**src/hdl/deq_pkg.sv**
```systemverilog
// ----------------------------------------------------------------------------
// deq_pkg
// Shared types for the double-ended queue: command and status codes,
// controller states and the control/status bundles between the FSM and the
// datapath.
// ----------------------------------------------------------------------------
package deq_pkg;

	localparam int DATA_W = 32;
	localparam int OP_W = 3;
	localparam int STATUS_W = 2;

	typedef enum logic [OP_W-1:0] {
		OP_PUSH_FRONT = 3'd0,
		OP_PUSH_BACK  = 3'd1,
		OP_LIST_FWD   = 3'd2,
		OP_LIST_BWD   = 3'd3,
		OP_POP_FRONT  = 3'd4,
		OP_POP_BACK   = 3'd5
	} deq_op_t;

	typedef enum logic [STATUS_W-1:0] {
		ST_OK        = 2'd0,
		ST_UNDERFLOW = 2'd1,
		ST_OVERFLOW  = 2'd2,
		ST_EMPTY     = 2'd3
	} deq_status_t;

	typedef enum logic [2:0] {
		S_IDLE,
		S_POP_LD,
		S_LIST_RD,
		S_LIST_LD,
		S_OUT
	} deq_state_t;

	typedef struct packed {
		logic        push;
		logic        pop;
		logic        at_back;
		logic        list_start;
		logic        list_step;
		logic        load;
		logic        load_mem;
		deq_status_t status;
		logic        last;
	} deq_cmd_t;

	typedef struct packed {
		logic empty;
		logic full;
		logic list_done;
		logic out_last;
	} deq_stat_t;

endpackage

```
**src/hdl/deq_ctrl.sv**
```systemverilog
// ----------------------------------------------------------------------------
// deq_ctrl
// Controller FSM: decodes each request, sequences pops and listings through
// the datapath and holds the result until the receiver takes it.
// ----------------------------------------------------------------------------
module deq_ctrl (
	input  logic                         clk,
	input  logic                         arst_n,
	input  logic                         in_valid,
	output logic                         in_ready,
	input  logic [2:0]                   command,
	output logic                         out_valid,
	input  logic                         out_ready,
	input  deq_pkg::deq_stat_t           dp_stat,
	output deq_pkg::deq_cmd_t            dp_cmd
);
	import deq_pkg::*;

	deq_state_t state_q;
	deq_state_t state_next;
	deq_op_t    op;

	assign op = deq_op_t'(command);

	always_ff @(posedge clk or negedge arst_n) begin
		if (!arst_n) begin
			state_q <= S_IDLE;
		end else begin
			state_q <= state_next;
		end
	end

	always_comb begin
		state_next = state_q;
		dp_cmd = '0;
		in_ready = 1'b0;
		out_valid = 1'b0;
		case (state_q)
			S_IDLE: begin
				in_ready = 1'b1;
				if (in_valid) begin
					case (op)
						OP_PUSH_FRONT, OP_PUSH_BACK: begin
							dp_cmd.at_back = (op == OP_PUSH_BACK);
							dp_cmd.load = 1'b1;
							dp_cmd.last = 1'b1;
							if (dp_stat.full) begin
								dp_cmd.status = ST_OVERFLOW;
							end else begin
								dp_cmd.push = 1'b1;
								dp_cmd.status = ST_OK;
							end
							state_next = S_OUT;
						end
						OP_POP_FRONT, OP_POP_BACK: begin
							dp_cmd.at_back = (op == OP_POP_BACK);
							if (dp_stat.empty) begin
								dp_cmd.load = 1'b1;
								dp_cmd.status = ST_UNDERFLOW;
								dp_cmd.last = 1'b1;
								state_next = S_OUT;
							end else begin
								dp_cmd.pop = 1'b1;
								state_next = S_POP_LD;
							end
						end
						OP_LIST_FWD, OP_LIST_BWD: begin
							dp_cmd.at_back = (op == OP_LIST_BWD);
							if (dp_stat.empty) begin
								dp_cmd.load = 1'b1;
								dp_cmd.status = ST_EMPTY;
								dp_cmd.last = 1'b1;
								state_next = S_OUT;
							end else begin
								dp_cmd.list_start = 1'b1;
								state_next = S_LIST_RD;
							end
						end
						default: begin
							state_next = S_IDLE;
						end
					endcase
				end
			end
			S_POP_LD: begin
				dp_cmd.load = 1'b1;
				dp_cmd.load_mem = 1'b1;
				dp_cmd.status = ST_OK;
				dp_cmd.last = 1'b1;
				state_next = S_OUT;
			end
			S_LIST_RD: begin
				dp_cmd.list_step = 1'b1;
				state_next = S_LIST_LD;
			end
			S_LIST_LD: begin
				dp_cmd.load = 1'b1;
				dp_cmd.load_mem = 1'b1;
				dp_cmd.status = ST_OK;
				dp_cmd.last = dp_stat.list_done;
				state_next = S_OUT;
			end
			S_OUT: begin
				out_valid = 1'b1;
				if (out_ready) begin
					state_next = dp_stat.out_last ? S_IDLE : S_LIST_RD;
				end
			end
			default: begin
				state_next = S_IDLE;
			end
		endcase
	end

endmodule

```
**src/hdl/deq_dpath.sv**
```systemverilog
// ----------------------------------------------------------------------------
// deq_dpath
// Datapath: ring-buffer storage, front/back pointers, entry count, listing
// cursor and the result register.
// ----------------------------------------------------------------------------
module deq_dpath #(
	parameter int DEPTH = 32
) (
	input  logic                         clk,
	input  logic                         arst_n,
	input  logic signed [31:0]           value,
	input  deq_pkg::deq_cmd_t            dp_cmd,
	output deq_pkg::deq_stat_t           dp_stat,
	output logic signed [31:0]           data,
	output logic [1:0]                   status,
	output logic                         last
);
	import deq_pkg::*;

	localparam int IW = (DEPTH > 1) ? $clog2(DEPTH) : 1;
	localparam int CW = $clog2(DEPTH + 1);
	localparam logic [IW-1:0] IDX_MAX = IW'(DEPTH - 1);
	localparam logic [CW-1:0] CNT_FULL = CW'(DEPTH);

	logic [DATA_W-1:0] mem_q [DEPTH];
	logic [DATA_W-1:0] rdata_q;

	logic [IW-1:0] front_q;
	logic [IW-1:0] back_q;
	logic [CW-1:0] count_q;
	logic [IW-1:0] cursor_q;
	logic [CW-1:0] remain_q;
	logic          dir_back_q;

	logic signed [31:0] data_q;
	deq_status_t        status_q;
	logic               last_q;

	logic [IW-1:0] front_dec;
	logic [IW-1:0] back_inc;
	logic [IW-1:0] front_inc;
	logic [IW-1:0] back_dec;
	logic [IW-1:0] cursor_next;
	logic [IW-1:0] wr_addr;
	logic [IW-1:0] rd_addr;
	logic          wr_en;
	logic          is_empty;

	assign is_empty = (count_q == '0);

	assign front_dec = (front_q == '0) ? IDX_MAX : front_q - 1'b1;
	assign front_inc = (front_q == IDX_MAX) ? '0 : front_q + 1'b1;
	assign back_dec  = (back_q == '0) ? IDX_MAX : back_q - 1'b1;
	assign back_inc  = (back_q == IDX_MAX) ? '0 : back_q + 1'b1;

	always_comb begin
		if (dir_back_q) begin
			cursor_next = (cursor_q == '0) ? IDX_MAX : cursor_q - 1'b1;
		end else begin
			cursor_next = (cursor_q == IDX_MAX) ? '0 : cursor_q + 1'b1;
		end
	end

	always_comb begin
		wr_en = dp_cmd.push;
		if (is_empty) begin
			wr_addr = front_q;
		end else if (dp_cmd.at_back) begin
			wr_addr = back_inc;
		end else begin
			wr_addr = front_dec;
		end
	end

	always_comb begin
		if (dp_cmd.list_step) begin
			rd_addr = cursor_q;
		end else if (dp_cmd.at_back) begin
			rd_addr = back_q;
		end else begin
			rd_addr = front_q;
		end
	end

	always_ff @(posedge clk) begin
		if (wr_en) begin
			mem_q[wr_addr] <= value;
		end
		rdata_q <= mem_q[rd_addr];
	end

	always_ff @(posedge clk or negedge arst_n) begin
		if (!arst_n) begin
			front_q <= '0;
			back_q <= '0;
			count_q <= '0;
		end else if (dp_cmd.push) begin
			count_q <= count_q + 1'b1;
			if (is_empty) begin
				back_q <= front_q;
			end else if (dp_cmd.at_back) begin
				back_q <= back_inc;
			end else begin
				front_q <= front_dec;
			end
		end else if (dp_cmd.pop) begin
			count_q <= count_q - 1'b1;
			if (count_q == CW'(1)) begin
				back_q <= front_q;
			end else if (dp_cmd.at_back) begin
				back_q <= back_dec;
			end else begin
				front_q <= front_inc;
			end
		end
	end

	always_ff @(posedge clk or negedge arst_n) begin
		if (!arst_n) begin
			remain_q <= '0;
			dir_back_q <= 1'b0;
		end else if (dp_cmd.list_start) begin
			remain_q <= count_q;
			dir_back_q <= dp_cmd.at_back;
		end else if (dp_cmd.list_step) begin
			remain_q <= remain_q - 1'b1;
		end
	end

	always_ff @(posedge clk) begin
		if (dp_cmd.list_start) begin
			cursor_q <= dp_cmd.at_back ? back_q : front_q;
		end else if (dp_cmd.list_step) begin
			cursor_q <= cursor_next;
		end
	end

	always_ff @(posedge clk or negedge arst_n) begin
		if (!arst_n) begin
			last_q <= 1'b1;
		end else if (dp_cmd.load) begin
			last_q <= dp_cmd.last;
		end
	end

	always_ff @(posedge clk) begin
		if (dp_cmd.load) begin
			data_q <= dp_cmd.load_mem ? signed'(rdata_q) : '0;
			status_q <= dp_cmd.status;
		end
	end

	assign dp_stat.empty = is_empty;
	assign dp_stat.full = (count_q == CNT_FULL);
	assign dp_stat.list_done = (remain_q == '0);
	assign dp_stat.out_last = last_q;

	assign data = data_q;
	assign status = status_q;
	assign last = last_q;

endmodule

```
**src/hdl/double_ended_queue.sv**
```systemverilog
// ----------------------------------------------------------------------------
// double_ended_queue
// Bounded double-ended queue of signed 32-bit values kept in a ring buffer.
//
// Input channel (in_valid/in_ready): command and value. Push front/back,
// pop front/back, list front-to-back or back-to-front. Codes 6 and 7 are
// taken and dropped without a result.
// Output channel (out_valid/out_ready): data, status, last. Every request
// but a non-empty listing gives one result with last set; a listing gives
// one result per stored entry, last set on the final one.
// One request at a time: in_ready is high only while no result is pending.
// Push, underflow and empty listing: result valid in the cycle after the accept.
// Pop: the accept starts a registered memory read, S_POP_LD loads the result
// register, then S_OUT presents it. Listing: each entry passes S_LIST_RD
// (memory read) and S_LIST_LD (load) before the output handshake in S_OUT.
// A stalled receiver holds the result register and the controller.
// Reset empties the queue; no clearing pass runs over the storage.
// ----------------------------------------------------------------------------
module double_ended_queue #(
	parameter int DEPTH = 32
) (
	input  logic               clk,
	input  logic               arst_n,
	input  logic               in_valid,
	output logic               in_ready,
	input  logic [2:0]         command,
	input  logic signed [31:0] value,
	output logic               out_valid,
	input  logic               out_ready,
	output logic signed [31:0] data,
	output logic [1:0]         status,
	output logic               last
);
	import deq_pkg::*;

	deq_cmd_t  dp_cmd;
	deq_stat_t dp_stat;

	deq_ctrl u_ctrl (
		.clk       (clk),
		.arst_n    (arst_n),
		.in_valid  (in_valid),
		.in_ready  (in_ready),
		.command   (command),
		.out_valid (out_valid),
		.out_ready (out_ready),
		.dp_stat   (dp_stat),
		.dp_cmd    (dp_cmd)
	);

	deq_dpath #(
		.DEPTH (DEPTH)
	) u_dpath (
		.clk     (clk),
		.arst_n  (arst_n),
		.value   (value),
		.dp_cmd  (dp_cmd),
		.dp_stat (dp_stat),
		.data    (data),
		.status  (status),
		.last    (last)
	);

	a_one_request: assert property (@(posedge clk) disable iff (!arst_n)
		in_ready |-> !out_valid)
		else $error("request accepted while a result is pending");

	a_error_is_last: assert property (@(posedge clk) disable iff (!arst_n)
		(out_valid && status != ST_OK) |-> last)
		else $error("error result without last");

	a_push_result: assert property (@(posedge clk) disable iff (!arst_n)
		(in_valid && in_ready && (command == OP_PUSH_FRONT || command == OP_PUSH_BACK))
		|=> (out_valid && last))
		else $error("push result not presented in the next cycle");

	a_list_continues: assert property (@(posedge clk) disable iff (!arst_n)
		(out_valid && out_ready && !last) |=> !in_ready)
		else $error("listing ended before its last entry");

endmodule
```
**config.mk**
```make
export PLATFORM = sky130hd
export DESIGN_NAME = double_ended_queue
export DESIGN_NICKNAME = d
export VERILOG_FILES = /design/src/hdl/deq_pkg.sv /design/src/hdl/deq_ctrl.sv /design/src/hdl/deq_dpath.sv /design/src/hdl/double_ended_queue.sv
export SDC_FILE = /design/constraint.sdc
export NUM_CORES = 1
export LEC_CHECK = 0
export BUFFER_PORTS_ARGS = -buffer_cell sky130_fd_sc_hd__buf_2
export CORE_MARGIN = 1.5
export CORE_UTILIZATION = 55
export CTS_CLUSTER_DIAMETER = 50
export CTS_CLUSTER_SIZE = 30
export DETAILED_ROUTE_END_ITERATION = 12
export HOLD_SLACK_MARGIN = 0.05
export PLACE_DENSITY = 0.74
export RECOVER_POWER = 50
export SLEW_MARGIN = 10
export SYNTH_ARGS = -nofsm -noshare
export SYNTH_HDL_FRONTEND = slang
export SYNTH_HIERARCHICAL = 1
export SYNTH_SLANG_ARGS = --single-unit
```
**constraint.sdc**
```tcl
create_clock -name clk -period 5 [get_ports clk]
set_clock_uncertainty 0.05 [all_clocks]
set_input_delay 0.5 -clock clk [delete_from_list [all_inputs] [get_ports clk]]
set_output_delay 0.5 -clock clk [all_outputs]
set_load 0.03 [all_outputs]
```
## After elaboration in Yosys (flattened, before gate mapping)

Memory sizes are Yosys's and may differ from the RTL's. A register that Yosys moved wholly into a read port is not among the register bits.
Cells that the tools add are included.

- Logic and storage cells: 118
- Bits in latches: 0
- Memories kept: 1
- Memory bits (read-only): 0
- Output and inout port bits: 37
- Bits in registers: 66
- Bits of input ports: 39
- Bits in writable memories: 1024

- Muxes and demuxes: 60
- Shift operators: 0
- Add/subtract/negate cells: 9
- Divide/modulo/power cells: 0
- $mul: 0
- Reduce and logical (&&, ||, !) cells: 18
- $lt $le $gt $ge: 0
- Equal/unequal tests: 19
- Bitwise gates (word level): 1

Memories:

| memory | depth | bits a word | rd ports | clocked after Yosys merged registers in | write ports | RTL line | text |
|---|---|---|---|---|---|---|---|
| u_dpath.mem_q | 32 | 32 | 1 | 1 | 1 | deq_dpath.sv:25 | `logic [DATA_W-1:0] mem_q [DEPTH];` |

Operators by type and width:

| cell | count |
|---|---|
| 5-bit 2-to-1 mux | 25 |
| 3-bit case mux with 3 select lines | 3 |
| 6-bit 2-to-1 mux | 4 |
| 3-bit 2-to-1 mux | 6 |
| 5-bit by 1-bit adder with 5-bit output (second input constant) | 3 |
| 5-bit equality test (second input constant) | 3 |
| 5-bit logical NOT | 3 |
| 5-bit by 1-bit subtractor with 5-bit output (second input constant) | 3 |
| 1-bit 2-to-1 mux | 13 |
| 3-bit by 2-bit equality test with 1-bit output (second input constant) | 4 |
| 6-bit logical NOT | 2 |
| 3-bit case mux with 4 select lines | 1 |
| 6-bit by 1-bit subtractor with 6-bit output (second input constant) | 2 |
| 3-bit equality test (second input constant) | 3 |
| 4-bit 2-to-1 mux | 2 |
| 2-bit != test (second input constant) | 4 |
| 2-bit OR reduction | 4 |
| 6-bit by 1-bit adder with 6-bit output (second input constant) | 1 |
| 3-bit by 1-bit equality test with 1-bit output (second input constant) | 2 |
| 6-bit by 1-bit equality test with 1-bit output (second input constant) | 1 |
| 6-bit equality test (second input constant) | 1 |
| 3-bit logical NOT | 2 |
| 2-bit 2-to-1 mux | 3 |
| 1-bit case mux with 2 select lines | 2 |
| other kinds (9) | 10 |

## Depth between registers and ports, before layout

Gate-level depths: netlist of the first run.

- Depth after elaboration: 9
- Gate-level depth with buffers: 15
- Mapped depth without buffers: 11

## Hierarchy

The synthesis of the first run kept the hierarchy.

Modules (own cells, without submodules):

| module | area each (µm²) | cells each | instances | seq. area each (µm²) |
|---|---|---|---|---|
| deq_dpath | 44338.8 | 2886 | 1 | 33163.1 |
| deq_ctrl | 381.6 | 42 | 1 | 75.1 |

## Worst setup path after synthesis of the first run

Ideal clock, no wire load.

- Kind: register -> register
- From: reg u_dpath.count_q[0]
- To: reg u_dpath.last_q, in the netlist u_dpath/last
- Setup slack: 0.015 ns
- Buffers on the path: 2
- Cell stages (with the launch flop): 11
- Period minus slack after synthesis: 4.985 ns
- Arrival: 4.863 ns
- Data required time: 4.879 ns
- Library setup time: 0.071 ns
- Cell sequence: dfrtp_1 inv_1 ha_1 or4b_4 nand2b_4 buf_6 inv_2 buf_4 a21oi_1 o31ai_1 mux2_2

RTL lines:

| element | RTL line | text |
|---|---|---|
| start: declaration | deq_dpath.sv:30 | `logic [CW-1:0] count_q;` |
| start signal: assignment | deq_dpath.sv:98 | `count_q <= count_q + 1'b1;` |
| start signal: assignment | deq_dpath.sv:107 | `count_q <= count_q - 1'b1;` |
| end signal: assignment | deq_dpath.sv:142 | `last_q <= dp_cmd.last;` |
| end: declaration | deq_dpath.sv:37 | `logic last_q;` |

==> metrics.yaml, run 1 <==
layout:
  fin_area_mm2: 0.0504
  layout-drive-gt1-share_pct: 11.1
  final_nets: 3077
  area_growth_pct: 12.7
placement:
  gp_congestion: 0.846
  post_dp_cell_area_mm2: 0.0469
  dp_hpwl_um: 65000
  place.port_buffers: 75
sta:
  slew_viol_final: 523
  rsz0062_at_grt: "no"
  fin_crit_ns: 4.48
  final_hold_viol_count: 0
  max_freq_ghz: 0.223
  setup_viol: 0
  period_share_pct: 89.6
  relSlewSlack_pct: -59.6
  tightest_slew_ns: 2.39
  fin_tns_setup_ns: 0
cts:
  cts_buffer_depth: 3
  cts_max_level: 3
  cts_resized: 0
  cts-root-buf: "clkbuf_16"
  numCtsBuffers: 98
  cts_tree: "yes"
  cts_setup_buffers: 0
  clk_pin_slew_worst_paths_ns: 0.07
  cts.sinks: 1122
  holdBufCountCts: 1
  clock_latency_ns: 0.69
worst_setup_path:
  critPathSlowestCell: "nor2_4"
  endpoint: "u_dpath/mem_q[16][31]"
  worstPathMaxFanout: 19
  endpoint_kind: "register"
  worst_path_largest_cell_delay_ns: 0.77
  r2r_cells: 10
  crit_arrival_ns: 4.77
  path_cells: "inv_1 > ha_1 > or4b_1 > nand2b_1 > inv_1 > o211ai_1 > a21oi_2 > nand3_1 > nor2_4 > buf_12"
  r2r_slack_ns: 0.52
  startpoint: "u_dpath/count_q[1]"
  critPathMostFrequentCell: "inv_1"
  worst_ep_required_time_ns: 5.29
  critical_path_depth: 10
  start_kind: "register"
  r2r_end: "u_dpath/mem_q[16][31]"
  criticalPathCategory: "reg -> reg"
  critPathBufInv: 3
  path_delay_family: "simple AND/OR/NAND/NOR gates"
  r2r_start: "u_dpath/count_q[1]"
synth:
  synth_edf_count: 1063
  yosys-top-cells-area: "edfxtp_1, mux2i_1, nand2_1"
  synth_common_cells: "edfxtp_1, nand2_1, mux2i_1"
  async_flop_share_pct: 2.41
  syn-cell-area_mm2: 0.0447
  ys_ff_latch: 1122
  synth_nets: 2986
  yosysSeqAreaShare_pct: 74.3
  ys_types: 70
  avgSynthCellArea_um2: 15.3
  yosysMostFrequentCell: "edfxtp_1"
  post-synth-top-area-cell: "edfxtp_1"
  synth_flop_cell: "edfxtp_1"
  synth_top_area_share_pct: 71.4
  yosysWarnings: 6
  postSynthCellCount: 2928
floorplan:
  dieArea_mm2: 0.0830
  core-area_mm2: 0.0805
  num_rows: 104
  die_y_um: 288
  start_util_pct: 55.5
  die_w_um: 288
  ios: 76
global_route:
  grt_antenna_before_repair: 3
  grt_pass1_vias: 25783
  track_usage_pct: 28.3
  grt_max_degree: 96
  grt_overflow_total: 0
  grt_first_pass_wirelength_um: 171000
detailed_routing:
  wire_per_inst_um: 28.2
  finalWirelength_um: 117000
  vias_per_cell: 6.43
  drcViolationCount: 0
  vias: 26795
  detail-route-antenna-nets: 0
  dr.pass1.iters: 5
  drtIter0Drc: 3279
job:
  maxCapViolCount: 16
status:
  violations: "max-capacitance violations, max-slew violations"
  status: "finished with violations"
power_and_ir_drop:
  p_per_area_mw_per_mm2: 614
  ir_drop_v: 0.000838
  p_leak_nw: 17.6
min_path:
  hold_path.class: "in -> reg"
where the power goes:
group	switching (W)	internal [W]
logic	0.00770	0.00391
clock network	0.00399	0.00413
registers	0.000384	0.0108
total	0.0121	0.0189
per-layer routing:
| layer | global-route usage [%] | vias up | part of all wire, % | wire (um) |
|---|---|---|---|---|
| li1 | - | 11397 | - | - |
| met1 | 40.5 | 13441 | 38 | 45100 |
| met2 | 43.9 | 1720 | 46 | 54500 |
| met3 | 5.46 | 237 | 12 | 14100 |
| met4 | 9.87 | 0 | 3.2 | 3750 |
| met5 | 0 | - | 0 | 0 |
cell usage in the layout, fill, tap and decap left out, types with 5 or more instances in the layout:
cell type   instances
nand3_1            92
inv_6              14
nor3b_1             7
and2_0             27
a311oi_1           14
or2_2               5
a21oi_1           164
buf_2               5
nand2_1           490
xor2_1              7
clkbuf_16          98
o221ai_1           25
buf_4              56
buf_12             34
o32ai_1            75
mux2i_1           389
inv_8              19
edfxtp_1         1063
nor2_1             19
xnor2_1            11
clkinv_8           22
clkinv_4            5
o21ai_0            32
a31oi_1            30
nor4_1             35
nor3_1             17
o22ai_1            28
dfxtp_1            32
nand2b_1           12
clkinvlp_4          5
nor2_4             32
inv_12             10
and2_1              5
inv_1              19
or3_1               7
clkbuf_1           73
dfrtp_1            26
ha_1               19
mux2_2              5
flip-flops by register name, summed over array words and instances (netlist names):
register            cells
u_dpath/remain_q        6
u_dpath/status          2
u_ctrl/state_q          3
u_dpath/last            1
u_dpath/count_q         6
u_dpath/dir_back_q      1
u_dpath/mem_q        1024
u_dpath/front_q         5
u_dpath/cursor_q        5
u_dpath/data           32
u_dpath/back_q          5
u_dpath/rdata_q        32
area by class of cell:
type / instances / area [um^2]
antenna: 1 / 2.50
clock buffer: 100 / 2460
clock inverter: 85 / 1100
fill: 5563 / 30200
inverter: 20 / 75.1
multi-input combinational: 1610 / 10800
sequential: 1122 / 33200
tap: 1060 / 1330
timing repair buffer: 167 / 1400
kinds of logic (layout without fill, tap and decap cells):
family / after synthesis / in the layout / share of synthesized area (%)
AOI/OAI and AO/OA: 403 / 403 / 5.92
xor gates and xnor gates: 18 / 18 / 0.353
adders and majority gates: 19 / 19 / 0.532
buffers and inverters: 196 / 372 / 2.19
DFF: 1122 / 1122 / 74.3
muxes: 400 / 400 / 9.07
other: 0 / 1 / 0
and+or+nand+nor: 770 / 770 / 7.61
how the worst min path moves through the flow:
stage / slack (ns) / from / cells past startpoint / to
5_1_grt: 0.13 / out_ready / 3 / u_ctrl/state_q[2]
3_3_place_gp: 0.45 / u_dpath/rdata_q[28] / 1 / u_dpath/data[28]
2_1_floorplan: 0.15 / arst_n / 0 / u_ctrl/state_q[0]
3_5_place_dp: 0.46 / u_dpath/rdata_q[13] / 1 / u_dpath/data[13]
4_1_cts: 0.09 / out_ready / 3 / u_ctrl/state_q[2]
6_report: 0.12 / out_ready / 3 / u_ctrl/state_q[2]
worst reg2reg max path, cell delays in order, from the launching register on:
cell and delay [ns]:
dfrtp_1 0.43, inv_1 0.15, ha_1 0.17, or4b_1 0.50
nand2b_1 0.38, inv_1 0.51, o211ai_1 0.23, a21oi_2 0.29
nand3_1 0.37, nor2_4 0.77, buf_12 0.32
per-stage QoR:
stage                     util (%)  instances  hold slack [ns]  power, W  setup WS, ns
after global placement        58.3       3978            0.453    0.0226         0.662
after global routing          62.6       4164            0.128    0.0320         0.270
after CTS                     62.7       4164           0.0883    0.0309         0.686
after floorplan                  -       2928            0.154    0.0191        0.0152
after detailed placement      58.3       3978            0.459    0.0228         0.611
final                         62.6       4165            0.122    0.0310         0.522
(Power assumes the default switching activity.)
==> run 2, diff against run 1 <==
==> constraint.sdc (replaced) <==
create_clock -name clk -period 5 [get_ports clk]
set_clock_uncertainty 0.05 [all_clocks]
set_input_delay 0 -clock clk [delete_from_list [all_inputs] [get_ports clk]]
set_output_delay 0 -clock clk [all_outputs]
set_load 0.03 [all_outputs]
==> run 2 against run 1 <==
  * The run still ends with max-capacitance violations, max-slew violations left
  * Die area unchanged
  * Cell count is 0.84% higher
  * Utilization rose by 0.25 points
  * Combinational power barely moved
  * Count of clock-buffer cells in the layout increased by 2
  * Clock power is 1% lower
  * Critical path depth shrank 1
  * Hold slack gained 0.17 ns
  * Non-clock buffer count grew 37
  * Sequential share of layout area decreased by 0.26 points
  * Routed wire length down 5.4%
==> metrics.yaml, run 2 (synthesized netlist as in run 1, its figures left out) <==
worst_setup_path:
  worst_ep_required_time_ns: 5.47
  r2r_cells: 9
  start_kind: "register"
  r2r_end: "u_dpath/rdata_q[2]"
  path_cells: "nor3_4 > nand2_4 > nor3_2 > mux2_2 > mux2i_4 > nand2b_1 > or2_2 > o32ai_1 > nor4_1"
  worstPathMaxFanout: 23
  endpoint_kind: "register"
  r2r_slack_ns: 0.56
  path_delay_family: "simple AND/OR/NAND/NOR gates"
  crit_arrival_ns: 4.91
  r2r_start: "u_ctrl/state_q[0]"
  critPathBufInv: 0
  criticalPathCategory: "reg -> reg"
  worst_path_largest_cell_delay_ns: 0.84
  critPathSlowestCell: "or2_2"
sta:
  slew_viol_final: 429
  period_share_pct: 88.8
  setup_viol: 0
  setup_slack_ns: 0.558
  rsz0062_at_grt: "no"
  fin_crit_ns: 4.44
  final_hold_viol_count: 0
  tightest_slew_ns: 2.28
  relSlewSlack_pct: -52.1
  whs_ns: 0.293
  max_freq_ghz: 0.225
  fin_tns_setup_ns: 0
power_and_ir_drop:
  switching_share_pct: 38.0
  intPower_w: 0.0189
  share_seq_of_total_power_pct: 36.9
  clkPwrFrac_pct: 26.2
  netSwitchingPower_w: 0.0116
  combinationalPowerShare_pct: 36.9
  p_leak_nw: 17.7
  ir_drop_v: 0.000537
  p_per_area_mw_per_mm2: 603
min_path:
  hp-start: "out_ready"
  whs_endpoint: "u_ctrl/state_q[1]"
  hold_depth: 4
  hold_path.class: "in -> reg"
layout:
  layout-drive-gt1-share_pct: 10.7
  final_common_cell: "edfxtp_1"
  largest_register_ff_count: 1024
  area_growth_pct: 13.1
  final_util_pct: 62.8
  final_cell_mix: "edfxtp_1, nand2_1, mux2i_1"
  finalNonFillerCells: 4200
  final_nets: 3113
  regMostFlops: "u_dpath/mem_q"
  fillCellCount: 5597
cts:
  clock_latency_ns: 0.68
  cts_buffer_depth: 3
  cts_max_level: 3
  holdBufCountCts: 42
  cts_tree: "yes"
  numCtsBuffers: 97
  cts_resized: 0
  cts.sinks: 1122
  clk_pin_slew_worst_paths_ns: 0.07
  cts-root-buf: "clkbuf_16"
  cts_setup_buffers: 0
detailed_routing:
  drtIter0Drc: 3154
  vias_per_cell: 6.25
  finalWirelength_um: 111000
  drcViolationCount: 0
  vias: 26236
  detail-route-antenna-nets: 0
  wire_per_inst_um: 26.5
  dr.pass1.iters: 6
placement:
  gp_congestion: 0.910
  place.port_buffers: 75
  dp_hpwl_um: 64800
  dp.cells: 3974
  place_ws_ns: 0.695
floorplan:
  ios: 76
  die_y_um: 288
  start_util_pct: 55.5
  die_w_um: 288
  dieArea_mm2: 0.0830
  core-area_mm2: 0.0805
  num_rows: 104
global_route:
  grt_pass1_vias: 25674
  grt_overflow_total: 0
  grt_antenna_before_repair: 1
  grt_first_pass_wirelength_um: 164000
  grt_max_degree: 78
  track_usage_pct: 26.9
status:
  violations: "max-capacitance violations, max-slew violations"
  status: "finished with violations"
job:
  maxCapViolCount: 13
-- run 2: changes by cell type in the layout (fill, tap and decap cells not counted), moves of 4 or more --
cell           change
dlygate4sd3_1     +40
clkinv_8          -15
buf_12             -8
and2_0             -5
and2_1             +5
inv_12             -5
inv_8              -5
bufinv_16          +4
clkinv_4           +4
-- run 2: tightest hold or removal path, cell delays in order --
cell and delay, ns:
dlygate4sd3_1 0.55, buf_2 0.14, or3b_1 0.18, a211oi_2 0.07
-- run 2: final cells by class --
| class | count | area [um^2] | area share, % |
|---|---|---|---|
| Multi-Input combinational cell | 1610 | 10800 | 21.3 |
| Timing Repair Buffer | 204 | 1670 | 3.31 |
| Tap cell | 1060 | 1330 | 2.62 |
| Clock inverter | 80 | 998 | 1.97 |
| Clock buffer | 102 | 2490 | 4.92 |
| Inverter | 20 | 75.1 | 0.148 |
| Antenna cell | 2 | 5.00 | 0.00989 |
| Sequential cell | 1122 | 33200 | 65.7 |
-- run 2: worst max-delay path by stage --
stage,cells past startpoint,endpoint,startpoint,slack [ns]
finish,9,u_dpath/rdata_q[2],u_ctrl/state_q[0],0.56
CTS,10,u_dpath/rdata_q[18],u_ctrl/state_q[0],0.70
global route,11,u_dpath/rdata_q[11],u_ctrl/state_q[0],0.46
floorplan,10,u_dpath/last,u_dpath/count_q[0],0.02
detailed placement,10,u_dpath/rdata_q[18],u_ctrl/state_q[0],0.70
global placement,9,u_dpath/rdata_q[2],u_ctrl/state_q[0],0.85
-- run 2: layer usage --
layer  vias up  routed length [um]  global-route usage (%)
met5         -                   0                       0
met4         0                3790                    8.89
met3       229               11500                    5.90
met2      1490               52000                    42.2
met1     13064               43800                    37.8
li1      11453                   -                       -
-- run 2: through the flow --
step / area (um^2) / total power, W
finish: 50600 / 0.0305
detailed placement: 46800 / 0.0225
floorplan: 44700 / 0.0191
global placement: 46800 / 0.0222
global route: 50600 / 0.0316
CTS: 50700 / 0.0305
-- run 2: power by group through the flow --
stage	Sequential, W	Combinational, W	Clock (W)
2_1_floorplan	0.0114	0.00765	0
3_3_place_gp	0.0114	0.0108	0
3_5_place_dp	0.0114	0.0110	0
4_1_cts	0.0112	0.0111	0.00809
5_1_grt	0.0113	0.0119	0.00844
6_report	0.0113	0.0113	0.00800
